File: src/rtl/tis_pkg.sv
// Types and constants of the triangle isoline segment core.
// No dependencies.
package tis_pkg;
  localparam int COORD_W = 10;
  localparam int KEY_W   = 11;
  localparam int Z_W     = 24;
  localparam int PT_W    = 26;
  localparam int N_EDGE  = 4;

  localparam logic [1:0] DIR_NONE = 2'b00;
  localparam logic [1:0] DIR_INC  = 2'b01;
  localparam logic [1:0] DIR_DEC  = 2'b10;

  // vertex codes per [odd row][triangle][vertex]; bit 0 is x, bit 1 is y
  localparam logic [1:0] TRI_VTX [2][2][3] = '{
    '{'{2'd0, 2'd1, 2'd2}, '{2'd1, 2'd2, 2'd3}},
    '{'{2'd0, 2'd3, 2'd2}, '{2'd0, 2'd3, 2'd1}}
  };

  typedef struct packed {
    logic [N_EDGE-1:0][KEY_W-1:0] key_x;
    logic [N_EDGE-1:0][KEY_W-1:0] key_y;
    logic [N_EDGE-1:0][KEY_W-1:0] base_x;
    logic [N_EDGE-1:0][KEY_W-1:0] base_y;
    logic [N_EDGE-1:0][1:0]       dir_x;
    logic [N_EDGE-1:0][1:0]       dir_y;
  } tis_side_t;

  typedef struct packed {
    logic [KEY_W-1:0] key_a_x2;
    logic [KEY_W-1:0] key_a_y2;
    logic [KEY_W-1:0] key_b_x2;
    logic [KEY_W-1:0] key_b_y2;
    logic [PT_W-1:0]  point_a_x;
    logic [PT_W-1:0]  point_a_y;
    logic [PT_W-1:0]  point_b_x;
    logic [PT_W-1:0]  point_b_y;
  } tis_res_t;
endpackage

File: src/rtl/tis_div_lane.sv
// Pipelined restoring divider lane: q = floor(num * 2^FRAC_BITS / den), num <= den.
// One quotient bit per stage, FRAC_BITS+1 stages. Depends on tis_pkg.
module tis_div_lane #(
  parameter int FRAC_BITS = 16
) (
  input  logic                     clk,
  input  logic                     adv,
  input  logic [tis_pkg::Z_W-1:0]  num,
  input  logic [tis_pkg::Z_W-1:0]  den,
  output logic [FRAC_BITS:0]       q
);
  import tis_pkg::*;

  localparam int NS = FRAC_BITS + 1;

  logic [Z_W:0]     rem_r [NS];
  logic [Z_W-1:0]   den_r [NS];
  logic [FRAC_BITS:0] q_r [NS];

  for (genvar k = 0; k < NS; k++) begin : g_stage
    logic [Z_W:0]       trial;
    logic [Z_W-1:0]     d_in;
    logic [FRAC_BITS:0] q_in;
    logic               ge;
    logic [Z_W:0]       rem_nxt;
    logic [FRAC_BITS:0] q_nxt;

    if (k == 0) begin : g_first
      assign trial = {1'b0, num};
      assign d_in  = den;
      assign q_in  = '0;
    end else begin : g_next
      // remainder stays below den, so the doubled value fits
      assign trial = {rem_r[k-1][Z_W-1:0], 1'b0};
      assign d_in  = den_r[k-1];
      assign q_in  = q_r[k-1];
    end

    always_comb begin
      ge      = trial >= {1'b0, d_in};
      rem_nxt = ge ? (trial - {1'b0, d_in}) : trial;
      q_nxt   = q_in;
      q_nxt[FRAC_BITS-k] = ge;
    end

    always_ff @(posedge clk) begin
      if (adv) begin
        rem_r[k] <= rem_nxt;
        den_r[k] <= d_in;
        q_r[k]   <= q_nxt;
      end
    end
  end

  assign q = q_r[NS-1];
endmodule

File: config.mk
export PLATFORM = sky130hd
export DESIGN_NAME = tis_div_lane
export DESIGN_NICKNAME = d
export VERILOG_FILES = /design/src/rtl/tis_pkg.sv /design/src/rtl/tis_div_lane.sv
export SDC_FILE = /design/constraint.sdc
export NUM_CORES = 2
export LEC_CHECK = 0
export ABC_AREA = 1
export BUFFER_PORTS_ARGS = -buffer_cell sky130_fd_sc_hd__buf_2
export CAP_MARGIN = 20
export CORE_MARGIN = 1.5
export CORE_UTILIZATION = 27
export CTS_BUF_LIST = sky130_fd_sc_hd__clkbuf_8 sky130_fd_sc_hd__clkbuf_16
export CTS_CLUSTER_SIZE = 20
export DETAILED_ROUTE_END_ITERATION = 8
export SETUP_SLACK_MARGIN = 0.02
export SYNTH_ARGS = -nofsm -noshare
export SYNTH_HDL_FRONTEND = slang
export SYNTH_SLANG_ARGS = --single-unit
File: constraint.sdc
create_clock -name clk -period 2.3 [get_ports clk]
set_clock_uncertainty 0.2 [all_clocks]
set_input_delay 0.23 -clock clk [delete_from_list [all_inputs] [get_ports clk]]
set_output_delay 0.23 -clock clk [all_outputs]
set_load 0.03 [all_outputs]
==> flow_summary.ini <==
[outcome]
status = complete, but fails checks
violations = negative setup slack

[yosys]
syn_nets = 9213
syn_area_per_cell_um2 = 7.42
synth_top_family_by_area = simple AND/OR/NAND/NOR gates
dominantRegCellSynth = edfxtp_1
synth_top_area_cell = edfxtp_1
ys_types = 33
synth-edff-count = 921
netlist_area_mm2 = 0.0648
synthCells = 8740
yosys.area_share.simple = 0.327
synth_most_common_cell = nand2_1
muxShareOfSynthArea = 0
synth_top_area_share = 0.427
ys_seq_area_frac = 0.427
synth_compound_area_frac = 0.0181
synth_seq_cells = 921
yosysWarnings = 0
synth_fa_ha_area_frac = 0.0835
async_flop_share = 0
synthXorXnorAreaFrac = 0.0230
netlist_top_cells_count = nand2_1 (3494), inv_1 (1847), edfxtp_1 (921), nand4_1 (469), nor2_1 (466)
synthTopCellsByArea = edfxtp_1 (43%), nand2_1 (20%), inv_1 (11%)

[power_and_ir_drop]
cellLeakagePower_uw = 0.0491
vdd.ir_drop.worst_mv = 0.780
power_uw = 121000
power.density_mw_per_mm2 = 1230

[setup_path]
cp_cell_sequence = ha_4 > buf_6 > nand2_2 > nor2_4 > inv_1 > nor2_2 > nand3b_1 > nand4_1 > nand2_2 > nand2_4 > nand2_2
worst_ep_required_time_ns = 2.58
path_max_fanout = 3
cpPeakStageDelay_ns = 0.44
cp-end-kind = register
cpMostUsedCell = nand2_2
arrival_ns = 2.67
rr_startpoint = rem_r[0][313]
crit_start = rem_r[0][313]
crit_slowest_cell = edfxtp_1
start_kind = register
path_class = register to register

[job]
drv_cap = 0

[detailed_routing]
viasPerCell = 4.39
dr.pass1.iters = 7
route.detailed.drc = 0
drtAntennaViolNets = 0
num_vias = 62500
drtIter0Drc = 3460
totalWireLength_mm = 210
avgRoutedWirePerCell_um = 14.8

[placement]
placed_cell_area_mm2 = 0.0815
pre_cts_ws_ns = -0.287
io_buffers = 66
hpwl_mm = 158
gp_congestion = 0.917

[clock_network]
cts_tree = yes
cts_buffers = 103
cts_sinks = 921
cts-root-buf = clkbuf_16
clk_path_buf_depth = 3
cts.clk_slew.worst_paths_ns = 0.06
cts-htree-levels = 3
clk_latency_ns = 0.81

[worst_hold_path]
hold_start = den[3]
min_path_type = input pin to register

[floorplan]
rows = 179
ios = 67
die_width_um = 493
core_mm2 = 0.238
start_util = 0.272
die_y_um = 493
die-area_mm2 = 0.243

[sta]
setup_ws_ns = -0.0940
post-route-min-period_ns = 2.39
fmax_mhz = 418
max-slew-margin-rel = 0.574
drv_slew = 0
rsz0062_at_grt = yes
min_period_over_period = 1.04
worst_slew_pin_slew_ns = 0.639
hold_viol = 0
setup_viol = 131

[finish]
design_area_mm2 = 0.0983
drive_gt1_frac = 0.370
syn2layout_area_growth_pct = 51.6
nFillCells = 23400
nNetsFinal = 11500
diodes = 0

[global_route]
grt_overflow = 0
antenna_found_initial = 0
grt_usage = 0.161
grt_pass1_vias = 59800
grt_pass1_wl_mm = 313
grt_max_degree = 81
==> critical path: cells and delay by family (launching register included) <==
kind	cells	cell delay (ns)
adders and majority gates	1	0.31
and+or+nand+nor	8	1.01
DFF	1	0.44
buffers and inverters	2	0.16
==> repair_timing <==
| action | in CTS | in global routing |
|---|---|---|
| hold endpoints to repair | 500 | 0 |
| setup buffers | 175 | 276 |
| cloned | 8 | 27 |
| resized for setup | 630 | 1369 |
| pin swaps | 145 | 415 |
| hold buffers | 57 | 0 |
| setup endpoints to repair | 372 | 375 |
==> final timing paths <==
check	to	slack (ns)	cells past startpoint
setup / recovery	rem_r[0][344]	-0.09	11
setup reg to reg	rem_r[0][344]	-0.09	11
hold reg to reg	q_r[0][242]	0.21	0
hold / removal	den_r[0][3]	0.08	3
==> where the power goes <==
| group | switching [uW] | total [uW] | internal (uW) | leakage, uW |
|---|---|---|---|---|
| combinational | 39300 | 75700 | 36400 | 0.0384 |
| sequential | 4150 | 28900 | 24700 | 0.00906 |
| clock | 7320 | 16600 | 9250 | 0.00165 |
==> stage by stage <==
step | util | setup TNS (ns) | hold WS (ns) | cells
2_1_floorplan | - | 0 | 0.129 | 8740
3_3_place_gp | 0.342 | -34.86 | 0.201 | 13500
3_5_place_dp | 0.342 | -38.15 | 0.205 | 13500
4_1_cts | 0.380 | -3.05 | 0.0277 | 13900
5_1_grt | 0.413 | -27.83 | 0.0659 | 14200
6_report | 0.413 | -3.97 | 0.0826 | 14200
==> flip-flops by register name, summed over array words and instances, names as in the netlist <==
| register | flops |
|---|---|
| rem_r | 384 |
| q_r | 153 |
| den_r | 384 |
==> per-layer routing <==
metal / wire, um / GRT usage / share of wire / vias up
li1: - / - / - / 32100
met1: 86700 / 0.190 / 0.41 / 28600
met2: 106000 / 0.295 / 0.51 / 1397
met3: 7160 / 0.0170 / 0.034 / 499
met4: 10100 / 0.0664 / 0.048 / 0
met5: 0 / 0 / 0 / -
==> area by class of cell <==
cell class | count | area [um^2] | share of cell area
Multi-Input combinational cell | 5808 | 37500 | 0.382
Sequential cell | 921 | 27700 | 0.281
Timing Repair Buffer | 2290 | 18800 | 0.191
Inverter | 1869 | 7020 | 0.0714
Tap cell | 3167 | 3960 | 0.0403
Clock buffer | 103 | 2580 | 0.0262
Clock inverter | 88 | 792 | 0.00806
==> cell families (layout without fill, tap and decap cells) <==
kind of cell	count (synthesis)	count (layout)
XOR/XNOR	170	170
AO/OA/AOI/OAI	203	203
adder cells (fa/ha/maj)	423	423
AND/OR/NAND/NOR	5012	5012
flip-flops	921	921
buffers and inverters	2011	4350
==> placed cells by master (no fill, tap or decap), types with 113 or more instances in the layout <==
cell type	instances
ha_4	312
nor2_1	306
inv_1	1599
nand4_1	469
xor2_1	149
nand3_1	318
buf_4	1986
nand2_2	550
nor2_2	113
edfxtp_1	921
nand2_1	2833
inv_2	279
a21oi_1	117
clkbuf_16	125
Power figures use the tool's default switching activity.
