### config.mk
export PLATFORM = sky130hd
export DESIGN_NAME = tis_front
export DESIGN_NICKNAME = d
export VERILOG_FILES = /design/src/rtl/tis_pkg.sv /design/src/rtl/tis_front.sv
export SDC_FILE = /design/constraint.sdc
export NUM_CORES = 2
export LEC_CHECK = 0
export ABC_AREA = 1
export BUFFER_PORTS_ARGS = -buffer_cell sky130_fd_sc_hd__buf_2
export CAP_MARGIN = 40
export CORE_MARGIN = 2
export CORE_UTILIZATION = 55
export DETAILED_ROUTE_END_ITERATION = 10
export PLACE_DENSITY = 0.73
export SLEW_MARGIN = 10
export SYNTH_ARGS = -nofsm -noshare
export SYNTH_HDL_FRONTEND = slang
export SYNTH_SLANG_ARGS = --single-unit
### constraint.sdc
create_clock -name clk -period 15.7 [get_ports clk]
set_input_delay 2.355 -clock clk [delete_from_list [all_inputs] [get_ports clk]]
set_output_delay 2.355 -clock clk [all_outputs]
set_load 0.005 [all_outputs]
### src/rtl/tis_pkg.sv
// Types and constants of the triangle isoline segment core.
// No dependencies.
package tis_pkg;
  localparam int COORD_W = 10;
  localparam int KEY_W   = 11;
  localparam int Z_W     = 24;
  localparam int PT_W    = 26;
  localparam int N_EDGE  = 4;

  localparam logic [1:0] DIR_NONE = 2'b00;
  localparam logic [1:0] DIR_INC  = 2'b01;
  localparam logic [1:0] DIR_DEC  = 2'b10;

  // vertex codes per [odd row][triangle][vertex]; bit 0 is x, bit 1 is y
  localparam logic [1:0] TRI_VTX [2][2][3] = '{
    '{'{2'd0, 2'd1, 2'd2}, '{2'd1, 2'd2, 2'd3}},
    '{'{2'd0, 2'd3, 2'd2}, '{2'd0, 2'd3, 2'd1}}
  };

  typedef struct packed {
    logic [N_EDGE-1:0][KEY_W-1:0] key_x;
    logic [N_EDGE-1:0][KEY_W-1:0] key_y;
    logic [N_EDGE-1:0][KEY_W-1:0] base_x;
    logic [N_EDGE-1:0][KEY_W-1:0] base_y;
    logic [N_EDGE-1:0][1:0]       dir_x;
    logic [N_EDGE-1:0][1:0]       dir_y;
  } tis_side_t;

  typedef struct packed {
    logic [KEY_W-1:0] key_a_x2;
    logic [KEY_W-1:0] key_a_y2;
    logic [KEY_W-1:0] key_b_x2;
    logic [KEY_W-1:0] key_b_y2;
    logic [PT_W-1:0]  point_a_x;
    logic [PT_W-1:0]  point_a_y;
    logic [PT_W-1:0]  point_b_x;
    logic [PT_W-1:0]  point_b_y;
  } tis_res_t;
endpackage

### src/rtl/tis_front.sv
// Triangle setup: scores, minority/majority pick, keys and divider operands.
// Depends on tis_pkg.
module tis_front #(
  parameter int MAX_GRID = 1024
) (
  input  logic                        clk,
  input  logic                        rst_n,
  input  logic                        adv,
  input  logic                        in_valid,
  input  logic [tis_pkg::COORD_W-1:0] cell_col,
  input  logic [tis_pkg::COORD_W-1:0] cell_row,
  input  logic [tis_pkg::Z_W-1:0]     z_here,
  input  logic [tis_pkg::Z_W-1:0]     z_right,
  input  logic [tis_pkg::Z_W-1:0]     z_up,
  input  logic [tis_pkg::Z_W-1:0]     z_up_right,
  input  logic [tis_pkg::Z_W-1:0]     level,
  output logic [1:0]                  tri_v_r,
  output tis_pkg::tis_side_t          side_r,
  output logic [tis_pkg::N_EDGE-1:0][tis_pkg::Z_W-1:0] num_r,
  output logic [tis_pkg::N_EDGE-1:0][tis_pkg::Z_W-1:0] den_r
);
  import tis_pkg::*;

  logic signed [Z_W-1:0] zc [4];
  logic [1:0]            tri_v_nxt;
  tis_side_t             side_nxt;
  logic [N_EDGE-1:0][Z_W-1:0] num_nxt, den_nxt;
  logic                  outside;

  assign zc[0] = z_here;
  assign zc[1] = z_right;
  assign zc[2] = z_up;
  assign zc[3] = z_up_right;
  assign outside = (32'(cell_col) > 32'(MAX_GRID - 2)) ||
                   (32'(cell_row) > 32'(MAX_GRID - 2));

  always_comb begin
    logic [1:0] v [3];
    logic [2:0] s;
    logic [1:0] mi;
    logic [1:0] mj [2];
    logic [KEY_W-1:0] mx, my, ax, ay;
    logic signed [Z_W:0] nm, dn;
    int e;
    tri_v_nxt = '0;
    side_nxt  = '0;
    num_nxt   = '0;
    den_nxt   = '0;
    for (int t = 0; t < 2; t++) begin
      for (int i = 0; i < 3; i++) begin
        v[i] = TRI_VTX[cell_row[0]][t][i];
        s[i] = zc[v[i]] >= $signed(level);
      end
      unique case (s)
        3'd1, 3'd6: begin mi = v[0]; mj[0] = v[1]; mj[1] = v[2]; end
        3'd2, 3'd5: begin mi = v[1]; mj[0] = v[0]; mj[1] = v[2]; end
        3'd3, 3'd4: begin mi = v[2]; mj[0] = v[0]; mj[1] = v[1]; end
        default:    begin mi = v[0]; mj[0] = v[1]; mj[1] = v[2]; end
      endcase
      tri_v_nxt[t] = in_valid && !outside && (s != 3'd0) && (s != 3'd7);
      mx = KEY_W'(cell_col) + KEY_W'(mi[0]);
      my = KEY_W'(cell_row) + KEY_W'(mi[1]);
      for (int i = 0; i < 2; i++) begin
        e  = 2 * t + i;
        ax = KEY_W'(cell_col) + KEY_W'(mj[i][0]);
        ay = KEY_W'(cell_row) + KEY_W'(mj[i][1]);
        side_nxt.key_x[e]  = mx + ax;
        side_nxt.key_y[e]  = my + ay;
        side_nxt.base_x[e] = ax;
        side_nxt.base_y[e] = ay;
        side_nxt.dir_x[e]  = (mi[0] == mj[i][0]) ? DIR_NONE :
                             (mi[0] ? DIR_INC : DIR_DEC);
        side_nxt.dir_y[e]  = (mi[1] == mj[i][1]) ? DIR_NONE :
                             (mi[1] ? DIR_INC : DIR_DEC);
        nm = $signed({level[Z_W-1], level}) - $signed({zc[mj[i]][Z_W-1], zc[mj[i]]});
        dn = $signed({zc[mi][Z_W-1], zc[mi]}) - $signed({zc[mj[i]][Z_W-1], zc[mj[i]]});
        if (dn < 0) begin
          nm = -nm;
          dn = -dn;
        end
        // degenerate edge or majority on the level: fraction is zero
        if (dn == 0 || nm <= 0) begin
          nm = '0;
          dn = (Z_W+1)'(1);
        end else if (nm > dn) begin
          nm = dn;
        end
        num_nxt[e] = nm[Z_W-1:0];
        den_nxt[e] = dn[Z_W-1:0];
      end
    end
  end

  always_ff @(posedge clk) begin
    if (!rst_n) begin
      tri_v_r <= '0;
    end else if (adv) begin
      tri_v_r <= tri_v_nxt;
    end
    if (adv) begin
      side_r <= side_nxt;
      num_r  <= num_nxt;
      den_r  <= den_nxt;
    end
  end
endmodule

==> results.json <==
{
  "cts-buffers-inserted": 42,
  "timing.fmax_mhz": 73.7,
  "cp.required_ns": 16.05,
  "path_class": "in -> reg",
  "grt_setup_unrepaired": "false",
  "drive_gt1_share_pct": 10.5,
  "dr.pass1.iters": 7,
  "grt_pass1_vias": 43200,
  "synth_top_flop_cell": "edfxtp_1",
  "slew_viol_final": 0,
  "dpl.hpwl_mm": 143,
  "rows": 104,
  "whs_path_depth": 2,
  "final_nets": 7582,
  "cts.sinks": 386,
  "cts.clk_slew.worst_paths_ns": 0.07,
  "synth_cell_type_count": 66,
  "synth_cells": 6433,
  "htree_levels": 2,
  "cp_common_cell": "nand2_1",
  "crit_fanout": 78,
  "coreArea_um2": 80400,
  "reg2regPathDepth": 2,
  "synth.cell_area_um2": 44700,
  "die_area_um2": 83500,
  "startpoint_type": "input port",
  "status": "complete, no violations",
  "cts_setup_buffers": 0,
  "tightestPinTransition_ns": 1.05,
  "ys_ff_latch": 386,
  "hp-class": "reg -> reg",
  "die_w_um": 289,
  "timing.final.crit_share_pct": 86.5,
  "critPathSlowestCell": "inv_2",
  "postRouteAntennaNets": 0,
  "track_usage_pct": 40.4,
  "vias": 47300,
  "crit_arrival_ns": 13.93,
  "io_pins": 530,
  "cts_tree": "yes",
  "relSlewSlack_pct": 29.0,
  "yosys_warnings": 0,
  "overflow": 0,
  "synth_edf_count": 384,
  "cts_root_buffer": "clkbuf_16",
  "drc_errors": 0,
  "syn_nets": 7123,
  "cts_resized": 0,
  "vias_per_cell": 5.91,
  "grt_first_pass_wirelength_mm": 257,
  "hold_buffers": 0,
  "postSynthAreaPerCell_um2": 6.94,
  "finClkSkew_ns": 0,
  "synth_seq_area_share_pct": 25.9,
  "start_util_pct": 55.6,
  "finalCriticalPeriod_ns": 13.57,
  "critPathMaxStageDelay_ns": 0.63,
  "clk-insertion-delay-late_ns": 0.60,
  "drt_wl_total_mm": 175,
  "drt-initial-drc-count": 5314,
  "gp_congestion": 1.10,
  "hold_viol": 0,
  "setup-tns-final_ns": 0,
  "async_flop_share_pct": 0,
  "portBuffers": 529,
  "area_growth_syn_to_layout_pct": 11.2,
  "antenna_found_initial": 25,
  "finalSetupViolCount": 0,
  "clk_path_buf_depth": 3,
  "end_kind": "register",
  "wl_per_cell_um": 21.9,
  "grt_max_degree": 164,
  "cap_violations": 0,
  "die_h_um": 289
}
[cells in the final DEF (no fill, tap or decap), drive strengths merged, types with 7 or more instances in the layout]
cell type and count:
a211oi 21, a21boi 13, a21o 17, a21oi 424
a221oi 9, a31oi 16, buf 561, clkbuf 52
clkinv 19, diode 23, edfxtp 384, fa 15
ha 531, inv 854, mux2i 23, nand2 1635
nand3 370, nand3b 24, nand4 100, nor2 702
nor3 86, nor4 30, o211ai 57, o21a 11
o21ai 488, o21bai 15, o221ai 26, o31ai 7
or2 14, xnor2 75, xor2 312
[worst paths after layout]
check	slack (ns)	endpoint	from
min reg2reg	0.51	tri_v_r[0]	tri_v_r[0]
max reg2reg	15.00	tri_v_r[1]	tri_v_r[1]
min	0.51	tri_v_r[0]	tri_v_r[0]
max	2.13	num_r[38]	cell_row[0]
[Yosys cell counts, drive strengths merged (5+ instances only)]
master / count / share of area, %
buf: 44 / 0.67
o221ai: 26 / 0.51
xnor2: 75 / 1.5
nor4: 30 / 0.42
nand3: 370 / 4.3
xor2: 312 / 6.2
nand2: 1635 / 14
a221oi: 9 / 0.18
o21a: 11 / 0.18
inv: 850 / 7.1
and2: 5 / 0.070
o211ai: 57 / 0.96
nand3b: 24 / 0.40
o21bai: 15 / 0.25
nor3: 86 / 0.96
or2: 14 / 0.20
ha: 531 / 15
a211oi: 21 / 0.35
mux2i: 23 / 0.52
a21oi: 424 / 4.8
nand4: 100 / 1.4
o31ai: 7 / 0.12
a31oi: 16 / 0.22
nor2: 702 / 6.0
clkbuf: 102 / 0.86
a21o: 17 / 0.29
fa: 15 / 0.67
a21boi: 13 / 0.22
o21ai: 488 / 5.5
edfxtp: 384 / 26
[metrics by stage]
stage / hold WS (ns) / setup slack [ns] / std cells / utilization (%) / instance area [um^2]
floorplan: 0.456 / 3.43 / 6433 / - / 44700
global placement: 0.499 / 2.12 / 7902 / 59.9 / 48200
detailed placement: 0.495 / 1.89 / 7905 / 60.0 / 48300
CTS: 0.503 / 2.47 / 7980 / 61.7 / 49600
global route: 0.525 / 1.08 / 7990 / 61.7 / 49600
finish: 0.513 / 2.13 / 8006 / 61.8 / 49700
[worst max-delay path: cells and delay by family]
family | cells | cell delay [ns]
AO/OA/AOI/OAI | 17 | 4.02
XOR/XNOR | 3 | 0.84
adder cells (fa/ha/maj) | 4 | 1.40
buffers and inverters | 8 | 2.11
AND/OR/NAND/NOR | 21 | 3.10
[sequential cells by signal, summed over array words and instances (netlist names)]
register / cells
den_r: 96
num_r: 96
side_r: 192
tri_v_r: 2
[cell families after synthesis]
logic type	count (synthesis)	synth area share, %
and+or+nand+nor	2973	27.8
AOI/OAI and AO/OA	1118	13.8
buffers and inverters	1000	8.70
adders and majority gates	546	15.5
xor gates and xnor gates	387	7.70
DFF	386	25.9
muxes	23	0.515
[routing by layer]
| metal | GRT usage (%) | vias to the layer above | part of all wire, % |
|---|---|---|---|
| met5 | 0 | - | 0.053 |
| met4 | 16.6 | 14 | 4.5 |
| met3 | 10.8 | 382 | 12 |
| met2 | 62.1 | 2601 | 43 |
| met1 | 53.6 | 21900 | 40 |
| li1 | - | 22500 | - |
[final cells by class]
class	count	area, um^2
clock buffer	52	1090
clock inverter	23	239
multi-input combinational	5047	29200
fill	7530	30700
sequential	386	11600
inverter	854	3210
antenna	23	57.6
timing repair buffer	561	2960
tap	1060	1330
Power is not shown: default switching activity piles up to over one toggle a cycle in this logic, so the estimate is an artifact.
